===== config.mk =====
export PLATFORM = sky130hd
export DESIGN_NAME = drrip_row_update
export DESIGN_NICKNAME = d
export VERILOG_FILES = /design/src/rtl/core/drrip_pkg.sv /design/src/rtl/core/drrip_row_update.sv
export SDC_FILE = /design/constraint.sdc
export NUM_CORES = 1
export LEC_CHECK = 0
export BUFFER_PORTS_ARGS = -buffer_cell sky130_fd_sc_hd__buf_2
export CAP_MARGIN = 20
export CORE_ASPECT_RATIO = 0.7
export CORE_MARGIN = 2
export CORE_UTILIZATION = 39
export DETAILED_ROUTE_END_ITERATION = 7
export GPL_ROUTABILITY_DRIVEN = 0
export PLACE_DENSITY = 0.67
export SYNTH_ARGS = -nofsm -noshare
export SYNTH_HDL_FRONTEND = slang
export SYNTH_SLANG_ARGS = --single-unit

===== constraint.sdc =====
create_clock -name vclk -period 8.84
set_input_delay 0 -clock vclk [all_inputs]
set_output_delay 0 -clock vclk [all_outputs]
set_load 0.05 [all_outputs]

===== src/rtl/core/drrip_pkg.sv =====
// Shared constants, types and helpers for the DRRIP replacement core.
// No dependencies; every other file of the core uses this package.
`default_nettype none

package drrip_pkg;

  // Cache geometry and set-dueling layout.
  localparam int unsigned SETS        = 2048;
  localparam int unsigned SET_W       = 11;
  localparam int unsigned WAYS        = 16;
  localparam int unsigned WAY_W       = 4;
  localparam int unsigned LEADER_SETS = 64;
  localparam int unsigned DUEL_PERIOD = 512;

  // Field widths.
  localparam int unsigned ADDR_W = 64;
  localparam int unsigned RR_W   = 2;
  localparam int unsigned SEL_W  = 10;
  localparam int unsigned CONF_W = 2;
  localparam int unsigned RND_W  = 5;
  localparam int unsigned IN_TDATA_W  = 88;
  localparam int unsigned OUT_TDATA_W = 24;

  // Re-reference and selector constants.
  localparam logic [RR_W-1:0]   RR_FAR   = 2'd3;
  localparam logic [RR_W-1:0]   RR_NEAR  = 2'd2;
  localparam logic [RR_W-1:0]   RR_HIT   = 2'd0;
  localparam logic [SEL_W-1:0]  SEL_MAX  = 10'd1023;
  localparam logic [SEL_W-1:0]  SEL_MID  = 10'd512;
  localparam logic [CONF_W-1:0] CONF_MAX = 2'd3;
  localparam logic [CONF_W-1:0] CONF_STREAM = 2'd2;

  // Item kinds carried on tuser.
  localparam logic ACT_QUERY  = 1'b0;
  localparam logic ACT_UPDATE = 1'b1;

  // One stored row per set: all per-set state in one memory word.
  typedef struct packed {
    logic [RR_W*WAYS-1:0] rrv;
    logic [ADDR_W-1:0]    prev_addr;
    logic [ADDR_W-1:0]    last_stride;
    logic [CONF_W-1:0]    conf;
  } row_t;

  localparam int unsigned ROW_W = $bits(row_t);

  // Decoded input transaction.
  typedef struct packed {
    logic              action;
    logic [SET_W-1:0]  set_idx;
    logic [WAY_W-1:0]  way;
    logic [ADDR_W-1:0] address;
    logic              hit;
    logic [RND_W-1:0]  rnd;
  } item_t;

  // Result of one transaction.
  typedef struct packed {
    logic [WAY_W-1:0] victim_way;
    logic [RR_W-1:0]  inserted_value;
    logic             streaming;
    logic [SEL_W-1:0] selector_value;
  } result_t;

  // Value of a row right after reset.
  function automatic row_t reset_row();
    row_t r;
    r.rrv         = {WAYS{RR_FAR}};
    r.prev_addr   = '0;
    r.last_stride = '0;
    r.conf        = '0;
    return r;
  endfunction

endpackage

`default_nettype wire


===== src/rtl/core/drrip_row_update.sv =====
// Modify step of the read-modify-write: victim search with aging, stride
// detection, selector update and insertion. Purely combinational; uses drrip_pkg.
`default_nettype none

module drrip_row_update (
  input  drrip_pkg::item_t              item_i,
  input  drrip_pkg::row_t               row_i,
  input  wire  [drrip_pkg::SEL_W-1:0]   sel_i,
  output drrip_pkg::row_t               row_o,
  output wire  [drrip_pkg::SEL_W-1:0]   sel_o,
  output drrip_pkg::result_t            result_o
);

  logic [drrip_pkg::WAYS-1:0]       hi_bits;
  logic [drrip_pkg::WAYS-1:0]       lo_bits;
  logic [drrip_pkg::RR_W-1:0]       rr_max;
  logic [drrip_pkg::RR_W-1:0]       age_amt;
  logic [drrip_pkg::RR_W*drrip_pkg::WAYS-1:0] aged_rrv;
  logic [drrip_pkg::WAY_W-1:0]      victim;
  logic [drrip_pkg::SET_W-1:0]      duel_rem;
  logic                             srrip_leader;
  logic                             brrip_leader;
  logic [drrip_pkg::ADDR_W-1:0]     stride;
  logic                             stride_match;
  logic [drrip_pkg::CONF_W-1:0]     conf_next;
  logic                             strm;
  logic [drrip_pkg::SEL_W-1:0]      sel_next;
  logic                             bimodal_ins;
  logic [drrip_pkg::RR_W-1:0]       ins;
  logic                             way_ok;
  drrip_pkg::row_t                  row_upd;

  // Maximum re-reference value of the set, built from OR reductions.
  always_comb begin
    for (int w = 0; w < drrip_pkg::WAYS; w++) begin
      hi_bits[w] = row_i.rrv[w*drrip_pkg::RR_W + 1];
      lo_bits[w] = row_i.rrv[w*drrip_pkg::RR_W];
    end
    rr_max[1] = |hi_bits;
    rr_max[0] = rr_max[1] ? |(hi_bits & lo_bits) : |lo_bits;
    age_amt   = drrip_pkg::RR_FAR - rr_max;
  end

  // Age every way so that the oldest reaches the far value, then pick the
  // lowest way holding it.
  always_comb begin
    victim = '0;
    for (int w = 0; w < drrip_pkg::WAYS; w++) begin
      aged_rrv[w*drrip_pkg::RR_W +: drrip_pkg::RR_W] =
        row_i.rrv[w*drrip_pkg::RR_W +: drrip_pkg::RR_W] + age_amt;
    end
    for (int w = drrip_pkg::WAYS - 1; w >= 0; w--) begin
      if (aged_rrv[w*drrip_pkg::RR_W +: drrip_pkg::RR_W] == drrip_pkg::RR_FAR) begin
        victim = drrip_pkg::WAY_W'(w);
      end
    end
  end

  // Leader set classification.
  assign duel_rem     = item_i.set_idx % drrip_pkg::SET_W'(drrip_pkg::DUEL_PERIOD);
  assign srrip_leader = duel_rem < drrip_pkg::SET_W'(drrip_pkg::LEADER_SETS);
  assign brrip_leader = !srrip_leader &&
    (duel_rem >= drrip_pkg::SET_W'(drrip_pkg::DUEL_PERIOD - drrip_pkg::LEADER_SETS));

  // Stride detector with a saturating confidence counter.
  assign stride       = item_i.address - row_i.prev_addr;
  assign stride_match = (row_i.last_stride != '0) && (stride == row_i.last_stride);

  always_comb begin
    conf_next = row_i.conf;
    if (stride_match) begin
      if (row_i.conf != drrip_pkg::CONF_MAX) conf_next = row_i.conf + 1'b1;
    end else begin
      if (row_i.conf != '0) conf_next = row_i.conf - 1'b1;
    end
  end

  assign strm = conf_next >= drrip_pkg::CONF_STREAM;

  // Saturating policy selector, moved only by leader sets on updates.
  always_comb begin
    sel_next = sel_i;
    if (item_i.action == drrip_pkg::ACT_UPDATE) begin
      if (srrip_leader == item_i.hit && (srrip_leader || brrip_leader)) begin
        if (sel_i != drrip_pkg::SEL_MAX) sel_next = sel_i + 1'b1;
      end else if (srrip_leader || brrip_leader) begin
        if (sel_i != '0) sel_next = sel_i - 1'b1;
      end
    end
  end

  // Insertion value: promote on hit, far when streaming, else by policy.
  always_comb begin
    if (srrip_leader)      bimodal_ins = 1'b0;
    else if (brrip_leader) bimodal_ins = 1'b1;
    else                   bimodal_ins = sel_next < drrip_pkg::SEL_MID;

    if (item_i.hit) begin
      ins = drrip_pkg::RR_HIT;
    end else if (strm) begin
      ins = drrip_pkg::RR_FAR;
    end else if (bimodal_ins) begin
      ins = (item_i.rnd == '0) ? drrip_pkg::RR_NEAR : drrip_pkg::RR_FAR;
    end else begin
      ins = drrip_pkg::RR_NEAR;
    end
  end

  assign way_ok = {1'b0, item_i.way} < (drrip_pkg::WAY_W + 1)'(drrip_pkg::WAYS);

  // Row written back on an update.
  always_comb begin
    row_upd             = row_i;
    row_upd.prev_addr   = item_i.address;
    row_upd.last_stride = stride;
    row_upd.conf        = conf_next;
    if (way_ok) begin
      row_upd.rrv[item_i.way*drrip_pkg::RR_W +: drrip_pkg::RR_W] = ins;
    end
  end

  // Select between the query and update outcomes.
  always_comb begin
    if (item_i.action == drrip_pkg::ACT_QUERY) begin
      row_o                   = row_i;
      row_o.rrv               = aged_rrv;
      result_o.victim_way     = victim;
      result_o.inserted_value = '0;
      result_o.streaming      = 1'b0;
    end else begin
      row_o                   = row_upd;
      result_o.victim_way     = '0;
      result_o.inserted_value = ins;
      result_o.streaming      = strm;
    end
    result_o.selector_value = sel_next;
  end

  assign sel_o = sel_next;

endmodule

`default_nettype wire


==> results of run 1 <==
-- final timing paths --
| kind | cells past startpoint | start | end | slack [ns] |
|---|---|---|---|---|
| worst min-delay path | 4 | row_i[108] | row_o[108] | 0.42 |
| worst max-delay path | 16 | item_i[42] | row_o[138] | 3.26 |
-- logic make-up after synthesis --
family / Yosys count / synth area share (%)
buffers and inverters: 207 / 8.18
XOR/XNOR: 156 / 13.3
AND/OR/NAND/NOR: 692 / 31.3
adder cells (fa/ha/maj): 85 / 9.85
multiplexers: 72 / 7.23
AO/OA/AOI/OAI: 521 / 30.1
-- synthesized netlist by cell type, types with 41 or more instances --
library cell | number | share of area, %
xnor2_1 | 83 | 6.7
nand2_1 | 252 | 8.7
mux2_2 | 52 | 5.4
nand4_1 | 61 | 3.5
nor2_1 | 132 | 4.6
clkbuf_1 | 46 | 1.6
o21ai_0 | 151 | 7.0
xor2_1 | 67 | 5.4
inv_1 | 100 | 3.5
a21oi_1 | 134 | 6.2
nor4_1 | 41 | 2.4
ha_1 | 84 | 9.7
-- routing by layer --
metal | global-route usage (%) | vias up | part of all wire (%)
met5 | 0 | - | 0.043
met4 | 9.37 | 4 | 3.3
met3 | 8.07 | 144 | 13
met2 | 51.8 | 1049 | 43
met1 | 44.0 | 6901 | 41
li1 | - | 6973 | -
-- metrics by stage --
stage               cells  utilization (%)  power (mW)
floorplan            1733                -       0.956
global placement     2442             47.3        1.31
detailed placement   2442             47.3        1.32
CTS                  2442             47.3        1.33
global route         2443             47.3        1.43
finish               2444             47.3        1.36
-- cell usage in the layout (no fill, tap or decap), types with 20 or more instances in the layout --
cell type and count:
nor2b_1 21, a21oi_1 134, buf_2 438, nor3_1 38, nand3_1 36, xnor2_1 83, o21ai_1 30, mux2i_1 20
o21a_1 21, nand2_1 252, nand4_1 61, nor2_1 132, mux2_2 52, inv_1 100, nor4_1 41, xor2_1 67
ha_1 84, o21ai_0 151
-- worst min-delay path: cells and delay by family --
kind / cells / cell delay, ns
AO/OA/AOI/OAI: 1 / 0.06
buffers and inverters: 3 / 0.34
-- final cells by class --
cell class	instances	area, sq um	area share, %
diodes	2	5.00	0.0383
multi-input cells	1526	9980	76.3
well taps	371	464	3.55
repair buffers	445	2250	17.2
inverters	100	375	2.87
-- where the power goes --
group	leakage (nW)	internal (mW)	switching, mW
Clock	0.0000127	0.0000000303	0
Combinational	6.04	0.402	0.960
Sequential	0	0	0
==> impl_metrics.yaml, run 1 <==
die:
  rows: 51
  die_area_sq_um: 29300
  io_pins: 447
  die_w_um: 204
  core_area_sq_um: 27600
  start_util_pct: 39.4
  fp.dieH_um: 144
clock_tree:
  cts_hold_buf: 0
  postCtsSetupRepairBufs: 0
  post_cts_resized: 0
final_layout:
  fillers: 2931
  seq_cells: 0
  drive_above_1_share_pct: 26.0
  ff_latch_area_sq_um: 0
  fin_area_sq_um: 13100
  nNetsFinal: 2416
  clock_buffers: 0
  area_growth_syn_to_layout_pct: 20.3
placement:
  hpwlAfterDp_mm: 43.7
  placed_cell_area_sq_um: 13100
  pre_cts_ws_ns: 3.68
  port_buffers: 439
critical_path:
  crit_required_ns: 8.84
  crit_chain: "buf_2 > ha_1 > a21oi_1 > o21ai_0 > a21oi_1 > o21ai_0 > nor3_1 > xor2_1 > a22oi_1 > o211ai_1 > nor4_1 > nand4_1 > o21ai_1 > a21o_1 > a31o_1 > buf_2"
  cp-end-kind: "output pin"
  cpMaxStageDelayCell: "nor3_1"
  crit_path_max_fanout: 17
  worstPathArrival_ns: 5.58
  cp_num_buf_inv: 2
  setup.worst_path.class: "input pin to output pin"
  critPathMaxStageDelay_ns: 0.85
  cp_top_family: "compound AO/OA/AOI/OAI gates"
  critPathLaunchType: "input pin"
global_routing:
  grt_first_pass_wirelength_mm: 76.1
  grt_max_degree: 110
  track_usage_pct: 32.7
  first_global_vias: 13600
  antenna_found_initial: 3
  grt-ovfl-total: 0
detailed_routing:
  drc: 7
  drtIter0Drc: 1875
  first_pass_iters: 8
  vias: 15100
  drt-total-wl_mm: 51.6
  vias_per_cell: 6.17
  final_antenna_net_count: 0
  routedWlPerCell_um: 21.1
sta:
  worst_slack_ns: 3.26
  finalSetupViolations: 0
  rsz0062_at_grt: "false"
  slew_violations: 0
  fin_setup_tns_ns: 0
  hold_viol: 0
  whs_ns: 0.415
  max_freq_mhz: 179
  finalCritPeriodShare_pct: 63.1
  tightest_slew_ns: 1.04
  period_needed_ns: 5.58
  slew-limit-headroom_pct: 30.4
synth:
  netlist_area_sq_um: 10900
  syn_avg_cell_area_sq_um: 6.27
  ys_seq_area_share_pct: 0
  syn_inst: 1733
  synth_cell_types: 93
  syn-num-nets: 2076
  ys_warn_count: 0
outcome:
  outcome: "finished with violations"
  violations: "DRC"
pwr:
  p_per_area_nw_per_um2: 104
  p_leak_nw: 6.04
  max-vdd-ir-drop_mv: 0.0706
job:
  max_cap_viol_count: 0
hold_path:
  hold_class: "input pin to output pin"
No activity file was read; power rests on OpenSTA's default activity.
==> run 2: changes to the inputs <==
PLACE_DENSITY = 0.7   (was 0.67)
clock period = 4.8 ns   (was 8.84 ns; I/O delays follow)
==> run 2 against run 1 <==
  * The flow now finishes without violations
  * Non-clock buffer count up 19
  * Routed wire length down 0.64%
  * Worst hold slack worse by 0.0010 ns
  * Design area up 1.3%
  * Total power up 87%
==> impl_metrics.yaml, run 2 (synthesized netlist as in run 1, its figures left out) <==
final_layout:
  drive_above_1_share_pct: 26.7
  area_growth_syn_to_layout_pct: 21.9
  seq_cells: 0
  layout_commonest_cell: "buf_2"
  clock_buffers: 0
  mostFrequentLayoutCells: "buf_2, nand2_1, o21ai_0"
  final_core_util_pct: 48.0
  fillers: 2926
  fin_area_sq_um: 13300
  layout.cells.non_filler: 2465
  nNetsFinal: 2435
  multi_input_area_sq_um: 9990
  ff_latch_area_sq_um: 0
detailed_routing:
  vias: 15300
  final_antenna_net_count: 0
  drt-total-wl_mm: 51.2
  drc: 0
  vias_per_cell: 6.22
  routedWlPerCell_um: 20.8
  first_pass_iters: 6
  drtIter0Drc: 1942
sta:
  fin_setup_tns_ns: 0
  slew-limit-headroom_pct: 30.7
  finalSetupViolations: 0
  rsz0062_at_grt: "false"
  period_needed_ns: 4.61
  finalCritPeriodShare_pct: 96.0
  max_freq_mhz: 217
  tightest_slew_ns: 1.04
  hold_viol: 0
  slew_violations: 0
  worst_slack_ns: 0.191
placement:
  dp.cells: 2459
  hpwlAfterDp_mm: 43.5
  placed_cell_area_sq_um: 13200
  pre_cts_ws_ns: 0.242
  port_buffers: 439
pwr:
  p_seq_share_pct: 0
  p_sw_mw: 1.78
  p_per_area_nw_per_um2: 192
  max-vdd-ir-drop_mv: 0.144
  p_leak_nw: 6.14
  power.internal_mw: 0.764
  p_sw_share_pct: 70.0
  combPwrFrac_pct: 100.0
  power.share.clock_pct: 0
critical_path:
  critPathLaunchType: "input pin"
  setup.worst_path.class: "input pin to output pin"
  crit_required_ns: 4.80
  worstPathArrival_ns: 4.61
  cp-end-kind: "output pin"
  crit_path_max_fanout: 17
die:
  start_util_pct: 39.4
  io_pins: 447
  fp.dieH_um: 144
  die_area_sq_um: 29300
  die_w_um: 204
  core_area_sq_um: 27600
  rows: 51
job:
  max_cap_viol_count: 0
hold_path:
  hold_class: "input pin to output pin"
global_routing:
  first_global_vias: 13700
  grt_first_pass_wirelength_mm: 75.9
  antenna_found_initial: 6
  track_usage_pct: 32.6
  grt-ovfl-total: 0
  grt_max_degree: 166
outcome:
  outcome: "finished clean"
clock_tree:
  cts_hold_buf: 0
==> run 2: worst paths after layout <==
path,start,to,slack [ns],cells after the start
worst min-delay path,row_i[110],row_o[110],0.41,4
worst max-delay path,item_i[19],row_o[160],0.19,17
==> run 2: per-stage QoR <==
stage / hold slack (ns) / total power [mW]
finish: 0.414 / 2.54
floorplan: 0.176 / 1.76
detailed placement: 0.421 / 2.46
global placement: 0.419 / 2.44
CTS: 0.421 / 2.47
global route: 0.439 / 2.67
==> run 2: worst max-delay path, cell delays in order <==
cell     delay (ns)
buf_2          0.11
ha_1           0.55
a21oi_1        0.12
o21ai_1        0.40
a21oi_2        0.15
or3_1          0.41
and3_1         0.30
xnor2_1        0.24
xnor2_1        0.14
and3_1         0.33
nand4_1        0.24
or4_1          0.59
o31ai_2        0.22
a21o_1         0.19
buf_12         0.16
a31o_1         0.17
buf_2          0.27
==> run 2: power groups by stage <==
stage	clock network [mW]	registers, mW	logic (mW)
after global routing	0.0000000836	0	2.67
after CTS	0	0	2.47
after floorplan	0	0	1.76
final	0.000000112	0	2.54
after detailed placement	0	0	2.46
after global placement	0	0	2.44
==> run 2: cell type report <==
type,instances,share of cell area (%)
multi-input cells,1526,75.4
repair buffers,464,18.2
well taps,371,3.50
inverters,100,2.83
diodes,4,0.0755
==> run 2: what timing repair did <==
item                                    4_1_cts  5_1_grt
gates resized for setup                       0        3
endpoints found under the setup margin        0       17
buffers inserted                              0        2
==> run 2: routing by layer <==
layer,global-route usage [%],up-vias,wire length (um)
li1,-,7017,-
met1,42.9,6949,20400
met2,51.2,1178,21600
met3,8.84,179,7090
met4,10.9,4,2120
met5,0,-,34
==> run 3: changes to the inputs <==
CORE_MARGIN = 3   (was 2)
==> run 3 against run 2 <==
  * Global-route usage down 0.54 points
  * Non-clock buffer count up 6
  * Worst hold slack better by 0.0060 ns
  * Critical path depth up 2
  * Die area up 2.4%
  * Core utilization up 1.1 points
==> impl_metrics.yaml, run 3 (synthesized netlist as in run 1, its figures left out) <==
critical_path:
  cp-end-kind: "output pin"
  critPathMaxStageDelay_ns: 0.59
  crit_required_ns: 4.80
  critPathLaunchType: "input pin"
  cpMaxStageDelayCell: "or4_1"
  worstPathArrival_ns: 4.64
  setup.worst_path.class: "input pin to output pin"
  crit_chain: "buf_2 > inv_1 > ha_1 > nand2_1 > o21ai_0 > a221oi_1 > nor4bb_1 > or4_1 > a31o_1 > nor4_1 > nand4_1 > nor4_1 > nand4_1 > buf_4 > o31ai_2 > a21o_1 > buf_12 > a41o_1 > buf_2"
  crit_path_max_fanout: 17
global_routing:
  grt_first_pass_wirelength_mm: 77.7
  antenna_found_initial: 5
  first_global_vias: 13900
  grt_max_degree: 172
  track_usage_pct: 32.0
  grt-ovfl-total: 0
die:
  core_area_sq_um: 27100
  fp.dieH_um: 146
  io_pins: 447
  start_util_pct: 40.1
  die_w_um: 206
  rows: 50
  die_area_sq_um: 30000
final_layout:
  clock_buffers: 0
  drive_above_1_share_pct: 26.9
  seq_cells: 0
  layout_commonest_cell: "buf_2"
  fillers: 2812
  ff_latch_area_sq_um: 0
  area_growth_syn_to_layout_pct: 22.2
  nNetsFinal: 2441
  mostFrequentLayoutCells: "buf_2, nand2_1, o21ai_0"
detailed_routing:
  routedWlPerCell_um: 21.4
  drt-total-wl_mm: 52.6
  first_pass_iters: 8
  vias: 15400
  final_antenna_net_count: 0
  drc: 0
  vias_per_cell: 6.25
  drtIter0Drc: 2101
placement:
  port_buffers: 439
  hpwlAfterDp_mm: 44.6
sta:
  max_freq_mhz: 216
  finalCritPeriodShare_pct: 96.6
  finalSetupViolations: 0
  fin_setup_tns_ns: 0
  rsz0062_at_grt: "false"
  tightest_slew_ns: 1.13
  slew-limit-headroom_pct: 24.4
  whs_ns: 0.420
  slew_violations: 0
  period_needed_ns: 4.64
  hold_viol: 0
clock_tree:
  cts_hold_buf: 0
  postCtsSetupRepairBufs: 0
  post_cts_resized: 0
hold_path:
  hold_class: "input pin to output pin"
  min_from: "row_i[119]"
  min_path_cells: 4
  hold_end: "row_o[119]"
outcome:
  outcome: "finished clean"
job:
  max_cap_viol_count: 0
-- run 3: layout make-up --
class	count	area (sq um)	area share (%)
Multi-Input combinational cell	1526	9990	75.2
Timing Repair Buffer	470	2450	18.5
Tap cell	364	455	3.43
Inverter	100	375	2.83
Antenna cell	4	10.0	0.0754
-- run 3: worst max-delay path: cells and delay by family --
kind            cells  cell delay, ns
compound gates      6            1.60
fa+ha+maj           1            0.46
buf+inv             5            0.76
simple gates        7            1.81
-- run 3: per-stage QoR --
stage | std cells | setup WS (ns) | utilization [%] | area (sq um)
final | 2464 | 0.162 | 49.0 | 13300
after global routing | 2460 | 0.0147 | 49.0 | 13300
after CTS | 2460 | 0.207 | 49.0 | 13300
after detailed placement | 2460 | 0.230 | 49.0 | 13300
after global placement | 2460 | 0.326 | 49.0 | 13300
after floorplan | 1733 | 0.145 | - | 10900
-- run 3: layer usage --
layer / GRT usage (%) / vias to the layer above / wire (um)
li1: - / 7042 / -
met1: 43.7 / 6991 / 20800
met2: 49.6 / 1188 / 22300
met3: 8.94 / 182 / 7610
met4: 8.16 / 8 / 1830
met5: 0 / - / 80
-- run 3: how the worst max path moves through the flow --
stage,end,slack (ns),startpoint
2_1_floorplan,result_o[13],0.15,row_i[153]
3_3_place_gp,row_o[140],0.33,item_i[6]
3_5_place_dp,row_o[140],0.23,item_i[6]
4_1_cts,row_o[140],0.21,item_i[6]
5_1_grt,row_o[142],0.01,row_i[110]
6_report,row_o[142],0.16,row_i[110]
